==> src/hdl/spa_pkg.sv <==
// Shared types and constants for the sparse polynomial adder.
package spa_pkg;

  localparam int MAX_TERMS_DEF = 32;

  localparam int ACTION_W = 2;
  localparam int COEF_W   = 16;
  localparam int EXPON_W  = 16;
  localparam int SUM_W    = 17;

  localparam logic [ACTION_W-1:0] ACT_LOAD_FIRST  = 2'd0;
  localparam logic [ACTION_W-1:0] ACT_LOAD_SECOND = 2'd1;
  localparam logic [ACTION_W-1:0] ACT_RUN         = 2'd2;

  typedef struct packed {
    logic signed [COEF_W-1:0] coef;
    logic [EXPON_W-1:0]       expon;
  } term_t;

  localparam int TERM_W = $bits(term_t);

  typedef struct packed {
    logic signed [SUM_W-1:0] sum_coef;
    logic [EXPON_W-1:0]      sum_expon;
    logic                    last_term;
    logic                    empty_sum;
    logic                    overflow;
  } result_t;

endpackage

==> src/hdl/spa_if.sv <==
// Request and result channel interfaces of the sparse polynomial adder.
interface spa_in_if import spa_pkg::*; ();
  logic                     valid;
  logic                     ready;
  logic [ACTION_W-1:0]      action;
  logic signed [COEF_W-1:0] term_coef;
  logic [EXPON_W-1:0]       term_expon;

  modport source (output valid, action, term_coef, term_expon, input ready);
  modport sink (input valid, action, term_coef, term_expon, output ready);
endinterface

interface spa_out_if import spa_pkg::*; ();
  logic                    valid;
  logic                    ready;
  logic signed [SUM_W-1:0] sum_coef;
  logic [EXPON_W-1:0]      sum_expon;
  logic                    last_term;
  logic                    empty_sum;
  logic                    overflow;

  modport source (output valid, sum_coef, sum_expon, last_term, empty_sum, overflow,
                  input ready);
  modport sink (input valid, sum_coef, sum_expon, last_term, empty_sum, overflow,
                output ready);
endinterface

==> src/hdl/spa_ram.sv <==
// Generic single-write, single-read RAM with registered read data.
module spa_ram #(
  parameter int WIDTH = 32,
  parameter int DEPTH = 32,
  localparam int AW = (DEPTH > 1) ? $clog2(DEPTH) : 1
) (
  input  logic             clk,
  input  logic             we,
  input  logic [AW-1:0]    waddr,
  input  logic [WIDTH-1:0] wdata,
  input  logic [AW-1:0]    raddr,
  output logic [WIDTH-1:0] rdata
);

  logic [WIDTH-1:0] mem [DEPTH];

  always_ff @(posedge clk) begin
    if (we) begin
      mem[waddr] <= wdata;
    end
    rdata <= mem[raddr];
  end

endmodule

==> src/hdl/spa_merge.sv <==
// Merge sequencer: walks both term lists through one compare and add unit.
module spa_merge import spa_pkg::*; #(
  parameter int MAX_TERMS = MAX_TERMS_DEF,
  localparam int CNT_W = $clog2(MAX_TERMS + 1),
  localparam int AW = (MAX_TERMS > 1) ? $clog2(MAX_TERMS) : 1
) (
  input  logic              clk,
  input  logic              rst_n,
  input  logic              start,
  input  logic [CNT_W-1:0]  first_cnt,
  input  logic [CNT_W-1:0]  second_cnt,
  input  logic              dropped,
  output logic              busy,
  output logic [AW-1:0]     raddr_first,
  output logic [AW-1:0]     raddr_second,
  input  term_t             rdata_first,
  input  term_t             rdata_second,
  spa_out_if.source         out_ch
);

  localparam logic S_IDLE  = 1'b0;
  localparam logic S_MERGE = 1'b1;

  logic             state_r, state_nxt;
  logic [CNT_W-1:0] a_r, a_nxt, b_r, b_nxt;
  logic [CNT_W-1:0] na_r, na_nxt, nb_r, nb_nxt;
  result_t          hold_r, hold_nxt;
  logic             hold_valid_r, hold_valid_nxt;
  result_t          out_r, out_nxt;
  logic             out_valid_r, out_valid_nxt;

  logic                    slot_free, a_left, b_left, finish, take_a, take_b, cand_valid;
  logic signed [SUM_W-1:0] pair_sum;
  result_t                 cand;

  assign slot_free = !out_valid_r || out_ch.ready;
  assign a_left    = a_r < na_r;
  assign b_left    = b_r < nb_r;
  assign pair_sum  = SUM_W'(rdata_first.coef) + SUM_W'(rdata_second.coef);

  always_comb begin
    finish     = 1'b0;
    take_a     = 1'b0;
    take_b     = 1'b0;
    cand_valid = 1'b1;
    cand       = '{sum_coef: SUM_W'(rdata_first.coef), sum_expon: rdata_first.expon,
                   last_term: 1'b0, empty_sum: 1'b0, overflow: dropped};
    if (!a_left && !b_left) begin
      finish     = 1'b1;
      cand_valid = 1'b0;
    end else if (a_left && b_left) begin
      if (rdata_first.expon == rdata_second.expon) begin
        take_a        = 1'b1;
        take_b        = 1'b1;
        cand.sum_coef = pair_sum;
        cand_valid    = pair_sum != '0;
      end else if (rdata_first.expon > rdata_second.expon) begin
        take_a = 1'b1;
      end else begin
        take_b         = 1'b1;
        cand.sum_coef  = SUM_W'(rdata_second.coef);
        cand.sum_expon = rdata_second.expon;
      end
    end else if (a_left) begin
      take_a = 1'b1;
    end else begin
      take_b         = 1'b1;
      cand.sum_coef  = SUM_W'(rdata_second.coef);
      cand.sum_expon = rdata_second.expon;
    end
  end

  always_comb begin
    state_nxt      = state_r;
    a_nxt          = a_r;
    b_nxt          = b_r;
    na_nxt         = na_r;
    nb_nxt         = nb_r;
    hold_nxt       = hold_r;
    hold_valid_nxt = hold_valid_r;
    out_nxt        = out_r;
    out_valid_nxt  = out_valid_r && !out_ch.ready;
    case (state_r)
      S_IDLE: begin
        if (start) begin
          na_nxt    = first_cnt;
          nb_nxt    = second_cnt;
          a_nxt     = '0;
          b_nxt     = '0;
          state_nxt = S_MERGE;
        end
      end
      S_MERGE: begin
        if (slot_free) begin
          if (finish) begin
            out_valid_nxt = 1'b1;
            if (hold_valid_r) begin
              out_nxt           = hold_r;
              out_nxt.last_term = 1'b1;
            end else begin
              out_nxt = '{sum_coef: '0, sum_expon: '0, last_term: 1'b1,
                          empty_sum: 1'b1, overflow: dropped};
            end
            hold_valid_nxt = 1'b0;
            a_nxt          = '0;
            b_nxt          = '0;
            state_nxt      = S_IDLE;
          end else begin
            if (take_a) begin
              a_nxt = a_r + CNT_W'(1);
            end
            if (take_b) begin
              b_nxt = b_r + CNT_W'(1);
            end
            if (cand_valid) begin
              if (hold_valid_r) begin
                out_nxt       = hold_r;
                out_valid_nxt = 1'b1;
              end
              hold_nxt       = cand;
              hold_valid_nxt = 1'b1;
            end
          end
        end
      end
      default: begin
        state_nxt = S_IDLE;
      end
    endcase
  end

  assign raddr_first  = (a_nxt == CNT_W'(MAX_TERMS)) ? '0 : a_nxt[AW-1:0];
  assign raddr_second = (b_nxt == CNT_W'(MAX_TERMS)) ? '0 : b_nxt[AW-1:0];
  assign busy         = state_r == S_MERGE;

  always_ff @(posedge clk) begin
    if (!rst_n) begin
      state_r      <= S_IDLE;
      a_r          <= '0;
      b_r          <= '0;
      na_r         <= '0;
      nb_r         <= '0;
      hold_valid_r <= 1'b0;
      out_valid_r  <= 1'b0;
    end else begin
      state_r      <= state_nxt;
      a_r          <= a_nxt;
      b_r          <= b_nxt;
      na_r         <= na_nxt;
      nb_r         <= nb_nxt;
      hold_valid_r <= hold_valid_nxt;
      out_valid_r  <= out_valid_nxt;
    end
  end

  always_ff @(posedge clk) begin
    hold_r <= hold_nxt;
    out_r  <= out_nxt;
  end

  assign out_ch.valid     = out_valid_r;
  assign out_ch.sum_coef  = out_r.sum_coef;
  assign out_ch.sum_expon = out_r.sum_expon;
  assign out_ch.last_term = out_r.last_term;
  assign out_ch.empty_sum = out_r.empty_sum;
  assign out_ch.overflow  = out_r.overflow;

endmodule

==> src/hdl/sparse_polynomial_adder.sv <==
// Top level of the sparse polynomial adder: term loading, list storage and merge.
// Usage:
//   in_ch carries one request per handshake: load a term of the first list,
//   load a term of the second list, or run the addition (code 3 is ignored).
//   Terms go in descending exponent order; loads past MAX_TERMS are dropped
//   and set a sticky overflow flag that every result reports until reset.
//   A load gives no result.
//   A run drops ready and walks both lists through one shared compare and
//   add unit, one merge step per cycle while the output is not stalled,
//   reading one entry of each list RAM per step and giving roughly one
//   result term per step. The final term carries last_term; a run whose
//   lists are empty or whose terms all cancel gives one item with
//   empty_sum and last_term set. A run empties both lists.
//   out_ch is driven from an output register; when the receiver stalls, the
//   merge holds in place and resumes with nothing lost.
//   Reset (rst_n low, synchronous) empties both lists and clears overflow.
module sparse_polynomial_adder import spa_pkg::*; #(
  parameter int MAX_TERMS = MAX_TERMS_DEF
) (
  input  logic      clk,
  input  logic      rst_n,
  spa_in_if.sink    in_ch,
  spa_out_if.source out_ch
);

  localparam int CNT_W = $clog2(MAX_TERMS + 1);
  localparam int AW    = (MAX_TERMS > 1) ? $clog2(MAX_TERMS) : 1;

  logic [CNT_W-1:0] first_cnt_r, first_cnt_nxt, second_cnt_r, second_cnt_nxt;
  logic             dropped_r, dropped_nxt;
  logic             accept, busy, start;
  logic             we_first, we_second;
  logic [AW-1:0]    raddr_first, raddr_second;
  logic [TERM_W-1:0] rdata_first, rdata_second;
  term_t            wterm;

  assign in_ch.ready = !busy;
  assign accept      = in_ch.valid && in_ch.ready;
  assign wterm       = '{coef: in_ch.term_coef, expon: in_ch.term_expon};
  assign start       = accept && (in_ch.action == ACT_RUN);

  always_comb begin
    first_cnt_nxt  = first_cnt_r;
    second_cnt_nxt = second_cnt_r;
    dropped_nxt    = dropped_r;
    we_first       = 1'b0;
    we_second      = 1'b0;
    if (accept) begin
      case (in_ch.action)
        ACT_LOAD_FIRST: begin
          if (first_cnt_r < CNT_W'(MAX_TERMS)) begin
            we_first      = 1'b1;
            first_cnt_nxt = first_cnt_r + CNT_W'(1);
          end else begin
            dropped_nxt = 1'b1;
          end
        end
        ACT_LOAD_SECOND: begin
          if (second_cnt_r < CNT_W'(MAX_TERMS)) begin
            we_second      = 1'b1;
            second_cnt_nxt = second_cnt_r + CNT_W'(1);
          end else begin
            dropped_nxt = 1'b1;
          end
        end
        ACT_RUN: begin
          first_cnt_nxt  = '0;
          second_cnt_nxt = '0;
        end
        default: begin
        end
      endcase
    end
  end

  always_ff @(posedge clk) begin
    if (!rst_n) begin
      first_cnt_r  <= '0;
      second_cnt_r <= '0;
      dropped_r    <= 1'b0;
    end else begin
      first_cnt_r  <= first_cnt_nxt;
      second_cnt_r <= second_cnt_nxt;
      dropped_r    <= dropped_nxt;
    end
  end

  spa_ram #(
    .WIDTH(TERM_W),
    .DEPTH(MAX_TERMS)
  ) u_first_ram (
    .clk  (clk),
    .we   (we_first),
    .waddr(first_cnt_r[AW-1:0]),
    .wdata(wterm),
    .raddr(raddr_first),
    .rdata(rdata_first)
  );

  spa_ram #(
    .WIDTH(TERM_W),
    .DEPTH(MAX_TERMS)
  ) u_second_ram (
    .clk  (clk),
    .we   (we_second),
    .waddr(second_cnt_r[AW-1:0]),
    .wdata(wterm),
    .raddr(raddr_second),
    .rdata(rdata_second)
  );

  spa_merge #(
    .MAX_TERMS(MAX_TERMS)
  ) u_merge (
    .clk         (clk),
    .rst_n       (rst_n),
    .start       (start),
    .first_cnt   (first_cnt_r),
    .second_cnt  (second_cnt_r),
    .dropped     (dropped_r),
    .busy        (busy),
    .raddr_first (raddr_first),
    .raddr_second(raddr_second),
    .rdata_first (term_t'(rdata_first)),
    .rdata_second(term_t'(rdata_second)),
    .out_ch      (out_ch)
  );

endmodule

==> src/flat_wrapper.sv <==
// flat-port wrapper written by rule: the top's interface ports become plain ports
module sparse_polynomial_adder_flat import spa_pkg::*;
#(
  parameter int MAX_TERMS = MAX_TERMS_DEF
)
  (clk, rst_n, in_ch_valid, in_ch_action, in_ch_term_coef, in_ch_term_expon, in_ch_ready, out_ch_valid, out_ch_sum_coef, out_ch_sum_expon, out_ch_last_term, out_ch_empty_sum, out_ch_overflow, out_ch_ready);
  spa_in_if in_ch_i ();
  spa_out_if out_ch_i ();
  input  logic clk;
  input  logic rst_n;
  input wire logic [$bits(in_ch_i.valid)-1:0] in_ch_valid;
  input wire logic [$bits(in_ch_i.action)-1:0] in_ch_action;
  input wire logic [$bits(in_ch_i.term_coef)-1:0] in_ch_term_coef;
  input wire logic [$bits(in_ch_i.term_expon)-1:0] in_ch_term_expon;
  output wire logic [$bits(in_ch_i.ready)-1:0] in_ch_ready;
  output wire logic [$bits(out_ch_i.valid)-1:0] out_ch_valid;
  output wire logic [$bits(out_ch_i.sum_coef)-1:0] out_ch_sum_coef;
  output wire logic [$bits(out_ch_i.sum_expon)-1:0] out_ch_sum_expon;
  output wire logic [$bits(out_ch_i.last_term)-1:0] out_ch_last_term;
  output wire logic [$bits(out_ch_i.empty_sum)-1:0] out_ch_empty_sum;
  output wire logic [$bits(out_ch_i.overflow)-1:0] out_ch_overflow;
  input wire logic [$bits(out_ch_i.ready)-1:0] out_ch_ready;
  assign in_ch_i.valid = in_ch_valid;
  assign in_ch_i.action = in_ch_action;
  assign in_ch_i.term_coef = in_ch_term_coef;
  assign in_ch_i.term_expon = in_ch_term_expon;
  assign in_ch_ready = in_ch_i.ready;
  assign out_ch_valid = out_ch_i.valid;
  assign out_ch_sum_coef = out_ch_i.sum_coef;
  assign out_ch_sum_expon = out_ch_i.sum_expon;
  assign out_ch_last_term = out_ch_i.last_term;
  assign out_ch_empty_sum = out_ch_i.empty_sum;
  assign out_ch_overflow = out_ch_i.overflow;
  assign out_ch_i.ready = out_ch_ready;
  sparse_polynomial_adder #(.MAX_TERMS(MAX_TERMS)) u_core (.clk(clk), .rst_n(rst_n), .in_ch(in_ch_i), .out_ch(out_ch_i));
endmodule
==> config.mk <==
export PLATFORM = sky130hd
export DESIGN_NAME = sparse_polynomial_adder_flat
export DESIGN_NICKNAME = d
export VERILOG_FILES = /design/src/hdl/spa_pkg.sv /design/src/hdl/spa_if.sv /design/src/hdl/spa_ram.sv /design/src/hdl/spa_merge.sv /design/src/hdl/sparse_polynomial_adder.sv /design/src/flat_wrapper.sv
export SDC_FILE = /design/constraint.sdc
export NUM_CORES = 2
export LEC_CHECK = 0
export CAP_MARGIN = 5
export CORE_UTILIZATION = 41
export DETAILED_ROUTE_END_ITERATION = 10
export DONT_BUFFER_PORTS = 1
export GPL_ROUTABILITY_DRIVEN = 0
export PLACE_DENSITY = 0.64
export SLEW_MARGIN = 20
export SYNTH_ARGS = -nofsm -noshare
export SYNTH_HDL_FRONTEND = slang
export SYNTH_SLANG_ARGS = --single-unit
==> constraint.sdc <==
create_clock -name clk -period 10.6 [get_ports clk]
set_input_delay 0 -clock clk [delete_from_list [all_inputs] [get_ports clk]]
set_output_delay 0 -clock clk [all_outputs]
set_load 0.02 [all_outputs]
==> Yosys cells after proc, flatten, opt, wreduce, memory -nomap -nowiden <==
Memory sizes are Yosys's and may differ from the RTL's. A register that Yosys moved wholly into a read port is not among the register bits.
Cells that the tools add are included.
{ "totals": {"ff_bits": 110, "ramBits": 2048, "inputBits": 38, "out_inout_bits": 38, "wordCells": 130, "mem_count": 2} }
{ "memory_table": {"columns": ["memory", "words", "word_bits", "read_ports", "rd_ports_with_merged_regs", "wr", "line_no", "source"], "rows": [
  ["u_core.u_first_ram.mem", 32, 32, 1, 1, 1, "spa_ram.sv:15", "logic [WIDTH-1:0] mem [DEPTH];"],
  ["u_core.u_second_ram.mem", 32, 32, 1, 1, 1, "spa_ram.sv:15", null]
]} }
{ "classes": {"addsub": 5, "n_lt_le_gt_ge": 5, "eq_ne": 9, "mux": 64, "n_bitwise": 2, "reduce_logical": 25} }
{ "ops": {"columns": ["operator", "count"], "rows": [
  ["36-bit two-way mux", 4],
  ["33-bit two-way mux", 4],
  ["6-bit two-way mux", 10],
  ["6-bit one-hot mux with 2 select lines", 4],
  ["1-bit two-way mux", 36],
  ["6-bit by 1-bit adder with 6-bit output (second input constant)", 4],
  ["16-bit by 16-bit adder with 17-bit output", 1],
  ["17-bit two-way mux", 1],
  ["17-bit nonzero test", 1],
  ["16-bit equality test", 1],
  ["16-bit > comparator", 1],
  ["16-bit two-way mux", 1],
  ["6-bit equality test (second input constant)", 2],
  ["6-bit < comparator", 2],
  ["6-bit < comparator (second input constant)", 2],
  ["4-bit AND reduction", 3],
  ["5-bit two-way mux", 2],
  ["2-bit nonzero test", 5],
  ["3-bit AND reduction", 3],
  ["1-bit logical AND", 5],
  ["1-bit zero test", 5],
  ["2-bit by 1-bit != test with 1-bit output (second input constant)", 2],
  ["2-bit != test (second input constant)", 2],
  ["1-bit one-hot mux with 2 select lines", 2],
  ["other kinds (6)", 7]
]} }

==> Depth between registers and ports, before layout <==
{ "depth": {"depth_word": 11, "ltp_mapped": 18, "ltp_nobuf": 14} }

==> Hierarchy <==
A second synthesis with hierarchy kept.
{ "hier_totals": {"hier_cells": 5198, "area_unflattened_um2": 87443.9} }
{ "by_module_without_submodules": {"columns": ["mod", "n_inst", "cells_each", "area_per_inst_um2", "seq_area_each_um2"], "rows": [
  ["spa_ram at u_core.u_first_ram", 1, 2260, 40492.6, 31390.1],
  ["spa_ram at u_core.u_second_ram", 1, 2260, 40485.1, 31390.1],
  ["spa_merge", 1, 605, 5791.8, 2642.5],
  ["sparse_polynomial_adder", 1, 73, 674.4, 260.2]
]} }

==> Worst setup path before layout <==
Ideal clock, no wire load.
{ "synth_timing": {"kind": "register to register", "from": "register u_core.u_second_ram.rdata[16], read port of u_core.u_second_ram.mem", "to": "register u_core.u_merge.hold_r[0] in the netlist's numbering, enable pin", "setup_time_ps": 468, "arrival_ps": 4685, "required_ps": 10132, "slack_ps": 5448, "stages_incl_launch_ff": 14, "n_path_buf": 0, "synth_period_minus_slack_ps": 5152, "path_cell_list": "dfxtp_1 ha_1 inv_1 fa_1 nor2b_1 o21ai_0 a21boi_0 o21ai_0 a211oi_1 o21ai_0 a21oi_1 mux2i_1 nor4_1 nor3_1"} }
{ "synth_via": {"elab_chain_cells": 6} }
{ "synth_rtl": {"columns": ["item", "line_no", "source"], "rows": [
  ["start: declaration", "spa_ram.sv:12", "output logic [WIDTH-1:0] rdata"],
  ["16-bit by 16-bit adder with 17-bit output", "spa_merge.sv:39", "assign pair_sum = SUM_W'(rdata_first.coef) + SUM_W'(rdata_second.coef);"],
  ["17-bit nonzero test", "spa_merge.sv:56", "cand_valid = pair_sum != '0;"],
  ["1-bit two-way mux", "spa_merge.sv:52", "if (rdata_first.expon == rdata_second.expon) begin"],
  ["1-bit two-way mux", "spa_merge.sv:51", "end else if (a_left && b_left) begin"],
  ["1-bit two-way mux", "spa_merge.sv:48", "if (!a_left && !b_left) begin"],
  ["4-bit AND reduction (no source line)", null, null],
  ["end signal: assignment", "spa_merge.sv:157", "hold_r <= hold_nxt;"],
  ["end: declaration", "spa_merge.sv:27", "result_t hold_r, hold_nxt;"]
]} }
Every way passes these cells.
A chain may end at the register's enable or synchronous reset.

==> Worst setup path in the final report <==
{ "layout_timing": {"from": "register u_core.u_first_ram.rdata[11], read port of u_core.u_first_ram.mem", "to": "register u_core.u_first_ram.rdata[14], read port of u_core.u_first_ram.mem"} }
{ "layout_via": {"elab_chain_cells": 11, "word_cells_on_any_way": 12, "classes_between": "order compare: 1; eq/ne: 2; mux: 9"} }
{ "layout_rtl": {"columns": ["item", "line_no", "source"], "rows": [
  ["start: declaration", "spa_ram.sv:12", null],
  ["16-bit > comparator", "spa_merge.sv:57", "end else if (rdata_first.expon > rdata_second.expon) begin"],
  ["1-bit two-way mux", "spa_merge.sv:57", null],
  ["1-bit two-way mux *", "spa_merge.sv:52", null],
  ["1-bit two-way mux *", "spa_merge.sv:51", null],
  ["1-bit two-way mux *", "spa_merge.sv:48", null],
  ["6-bit two-way mux *", "spa_merge.sv:109", "if (take_a) begin"],
  ["6-bit two-way mux *", "spa_merge.sv:95", "if (finish) begin"],
  ["6-bit two-way mux *", "spa_merge.sv:94", "if (slot_free) begin"],
  ["6-bit one-hot mux with 2 select lines *", "spa_merge.sv:83", "case (state_r)"],
  ["6-bit equality test", "spa_merge.sv:132", "assign raddr_first = (a_nxt == CNT_W'(MAX_TERMS)) ? '0 : a_nxt[AW-1:0];"],
  ["5-bit two-way mux *", "spa_merge.sv:132", null]
]} }
Mark *: on every way between the ends. The rest lies on a longest branch, timed or not.

==> impl_metrics.env <==
export IMPL_grt_antenna_before_repair=26
export IMPL_cts_buffers=208
export IMPL_wl_um=239000
export IMPL_fp_dieArea_um2=215000
export IMPL_drc=12
export IMPL_ant_nets=0
export IMPL_max_freq_mhz=157
export IMPL_cp_arrival_ns=7.00
export IMPL_synth_area_leaders="edfxtp_1 73%, nand2_1 6.4%, nand3_1 3.5%"
export IMPL_dp_hpwl_um=129000
export IMPL_htreeDepth=4
export IMPL_synth_fa_ha_area_share_pct=0.767
export IMPL_cts_tree="yes"
export IMPL_crit_path_start="u_core.u_first_ram.rdata[11]$_DFF_P_"
export IMPL_setup_tns_final_ns=0
export IMPL_status="complete, but fails checks"
export IMPL_synth_ff_type="edfxtp_1"
export IMPL_synth_edf_count=2118
export IMPL_synth_top_family_by_area="simple AND/OR/NAND/NOR gates"
export IMPL_clkLatencyLatePin_ns=0.87
export IMPL_synth_seq_cells=2222
export IMPL_cp_start_kind="flip-flop"
export IMPL_r2r_start="u_core.u_first_ram.rdata[11]$_DFF_P_"
export IMPL_fin_skew_ns=0.0388
export IMPL_hold_path_depth=2
export IMPL_vias=53000
export IMPL_stdcell_count=9330
export IMPL_end_kind="flip-flop"
export IMPL_critical_path_top_delay_family="compound AO/OA/AOI/OAI gates"
export IMPL_core_area_um2=212000
export IMPL_syn_to_final_growth_pct=13.0
export IMPL_first_iter_violations=6094
export IMPL_hold_start="rst_n"
export IMPL_power_density_nw_per_um2=175
export IMPL_syn_inst=6293
export IMPL_yosysUniqueCellTypes=79
export IMPL_report_final_slew_viol_count=0
export IMPL_ys_warn_count=0
export IMPL_synth_seq_area_share_pct=75.1
export IMPL_via_per_inst=5.68
export IMPL_power_leakage_nw=32.7
export IMPL_setup_viol=0
export IMPL_path_depth=14
export IMPL_pin_count=76
export IMPL_wl_per_cell_um=25.6
export IMPL_period_share_pct=60.0
export IMPL_final_common_cell="edfxtp_1"
export IMPL_die_y_um=464
export IMPL_path_clk_slew_ns=0.07
export IMPL_grt_pass1_vias=50416
export IMPL_worstSetupPathType="flip-flop to flip-flop"
export IMPL_r2r_slack_ns=4.24
export IMPL_grtUsageTotal_pct=21.8
export IMPL_crit_path_cell_trace="ha_1, a21oi_1, o21a_1, o221ai_1, or3_4, o31ai_4, or2_2, o21a_4, buf_4, buf_4, nand2_1, a32oi_1, a31oi_1, nor4_1"
export IMPL_grt_ovfl_total=0
export IMPL_synth_xor_xnor_area_share_pct=0.160
export IMPL_final_cell_mix="2118 x edfxtp_1, 1489 x nand2_1, 608 x nand3_1"
export IMPL_die_w_um=464
export IMPL_synth_nets=6384
export IMPL_synth_top_cell_by_area="edfxtp_1"
export IMPL_cts_sinks=2222
export IMPL_clockRootBuffer="clkbuf_16"
export IMPL_final_cell_area_um2=98900
export IMPL_reg2reg_depth=14
export IMPL_async_reset_ff_share_pct=0
export IMPL_postSynthAreaPerCell_um2=13.9
export IMPL_crit_buf_inv=2
export IMPL_syn_area_um2=87500
export IMPL_slew_headroom_pct=20.5
export IMPL_maxCapViolCount=0
export IMPL_rsz0062_at_grt="no"
export IMPL_start_util_pct=41.3
export IMPL_cp_slowest_cell="nor4_1"
export IMPL_drive_gt1_share_pct=9.03
export IMPL_placed_area_um2=91000
export IMPL_drtPass1Iterations=9
export IMPL_yosys_mux_area_fraction_pct=3.76
export IMPL_num_rows=169
export IMPL_finalCriticalPeriod_ns=6.36
export IMPL_synth_top_cell_area_share_pct=72.7
export IMPL_grt_start_max_net_pins=185
export IMPL_violations="DRC"
export IMPL_path_max_fanout=55
export IMPL_dpl_cell_count=8865
export IMPL_clock_path_buffers=3
export IMPL_final_nets=6417
export IMPL_grt_pass1_wl_um=346000
export IMPL_slowest_delay_ns=1.02
export IMPL_fillers=18209
export IMPL_hp_class="input pin to flip-flop"
export IMPL_port_buffers=0
export IMPL_cts_resized=0
export IMPL_synth_compound_area_share_pct=5.95
export IMPL_peakVddDrop_mv=0.176
export IMPL_crit_top_cell="buf_4"
export IMPL_tightest_slew_ns=1.18
export IMPL_cp_required_ns=11.25
export IMPL_synthSimpleGateAreaFrac_pct=12.2
export IMPL_finalHoldViolCount=0
## final timing paths
check	to
worst min register to register	u_core.u_merge.nb_r[4]$_SDFFE_PN0P_
worst min-delay path	u_core.u_merge.hold_valid_r$_SDFFE_PN0P_
worst max register to register	u_core.u_first_ram.rdata[14]$_DFF_P_
worst max-delay path	u_core.u_first_ram.rdata[14]$_DFF_P_
## stage by stage
step	power [mW]	setup slack [ns]	hold slack [ns]	util (%)
2_1_floorplan	9.91	5.45	0.0989	-
3_3_place_gp	9.96	4.23	0.118	42.9
3_5_place_dp	9.96	4.44	0.116	42.9
4_1_cts	17.3	4.39	0.0262	46.6
5_1_grt	17.7	4.01	0.0477	46.6
6_report	17.3	4.24	0.0824	46.6
## state kept, by name, summed over array words and instances (netlist names), 6 cells and up
register	flops
u_core.u_merge.a_r	6
u_core.u_merge.b_r	6
u_core.u_merge.na_r	6
u_core.u_merge.hold_r	34
u_core.u_second_ram.rdata	32
u_core.u_first_ram.mem	1024
u_core.first_cnt_r	6
u_core.u_first_ram.rdata	32
u_core.second_cnt_r	6
u_core.u_second_ram.mem	1024
u_core.u_merge.out_ch.sum_expon	16
u_core.u_merge.nb_r	6
u_core.u_merge.out_ch.sum_coef	17
## worst reg2reg max path: stages, from the launching register on
cell	delay, ns
dfxtp_1	0.47
ha_1	0.31
a21oi_1	0.14
o21a_1	0.20
o221ai_1	0.23
or3_4	0.44
o31ai_4	0.76
or2_2	0.29
o21a_4	0.45
buf_4	0.57
buf_4	0.68
nand2_1	0.14
a32oi_1	0.24
a31oi_1	0.20
nor4_1	1.02
## cells in the mapped netlist (7+ instances only)
| cell type | count |
|---|---|
| a211oi_1 | 36 |
| a21boi_0 | 32 |
| a21o_1 | 9 |
| a21oi_1 | 427 |
| a22o_1 | 33 |
| a22oi_1 | 42 |
| a31oi_1 | 38 |
| a32oi_1 | 32 |
| and3_1 | 40 |
| buf_1 | 32 |
| buf_2 | 118 |
| buf_4 | 20 |
| buf_6 | 7 |
| clkbuf_1 | 195 |
| dfxtp_1 | 104 |
| edfxtp_1 | 2118 |
| ha_1 | 52 |
| inv_1 | 46 |
| mux2i_1 | 253 |
| mux4_2 | 33 |
| nand2_1 | 1491 |
| nand3_1 | 610 |
| nand3b_1 | 7 |
| nor2_1 | 118 |
| nor2b_1 | 39 |
| nor3_1 | 41 |
| nor4_1 | 35 |
| o211ai_1 | 37 |
| o21ai_0 | 47 |
| o221ai_1 | 32 |
| o22ai_1 | 33 |
| or4_1 | 34 |
| xnor2_1 | 9 |
| xor2_1 | 7 |
## layer usage
layer	track usage [%]	vias to the layer above	routed length, µm
met5	0	-	0
met3	2.76	417	17900
met1	29.2	26728	95400
met4	9.58	0	10500
met2	35.6	2383	115000
li1	-	23472	-
## layout make-up
class	instances	area, µm²	area share, %
clock buffers	274	5610	5.67
inverters	47	176	0.178
repair buffers	196	2320	2.35
flip-flops and latches	2222	65700	66.4
diodes	8	20.0	0.0202
multi-input cells	3651	20600	20.8
well taps	2821	3530	3.57
clock inverters	111	992	1.00
## logic make-up after synthesis
family	after synthesis
AOI/OAI and AO/OA	837
xor gates and xnor gates	16
adders and majority gates	53
buffers and inverters	420
DFF	2222
muxes	287
and+or+nand+nor	2458
## repair_timing
item / in CTS / in global routing
hold endpoints to repair: 2090 / 0
hold buffers: 72 / 0
setup buffers: 0 / 0
## power by group
| part | internal [mW] | switching (mW) | leakage, nW |
|---|---|---|---|
| registers | 9.62 | 0.0224 | 19.9 |
| clock network | 4.02 | 3.26 | 3.22 |
| logic | 0.0862 | 0.256 | 9.55 |
| total | 13.7 | 3.54 | 32.7 |
(Power assumes the default switching activity.)
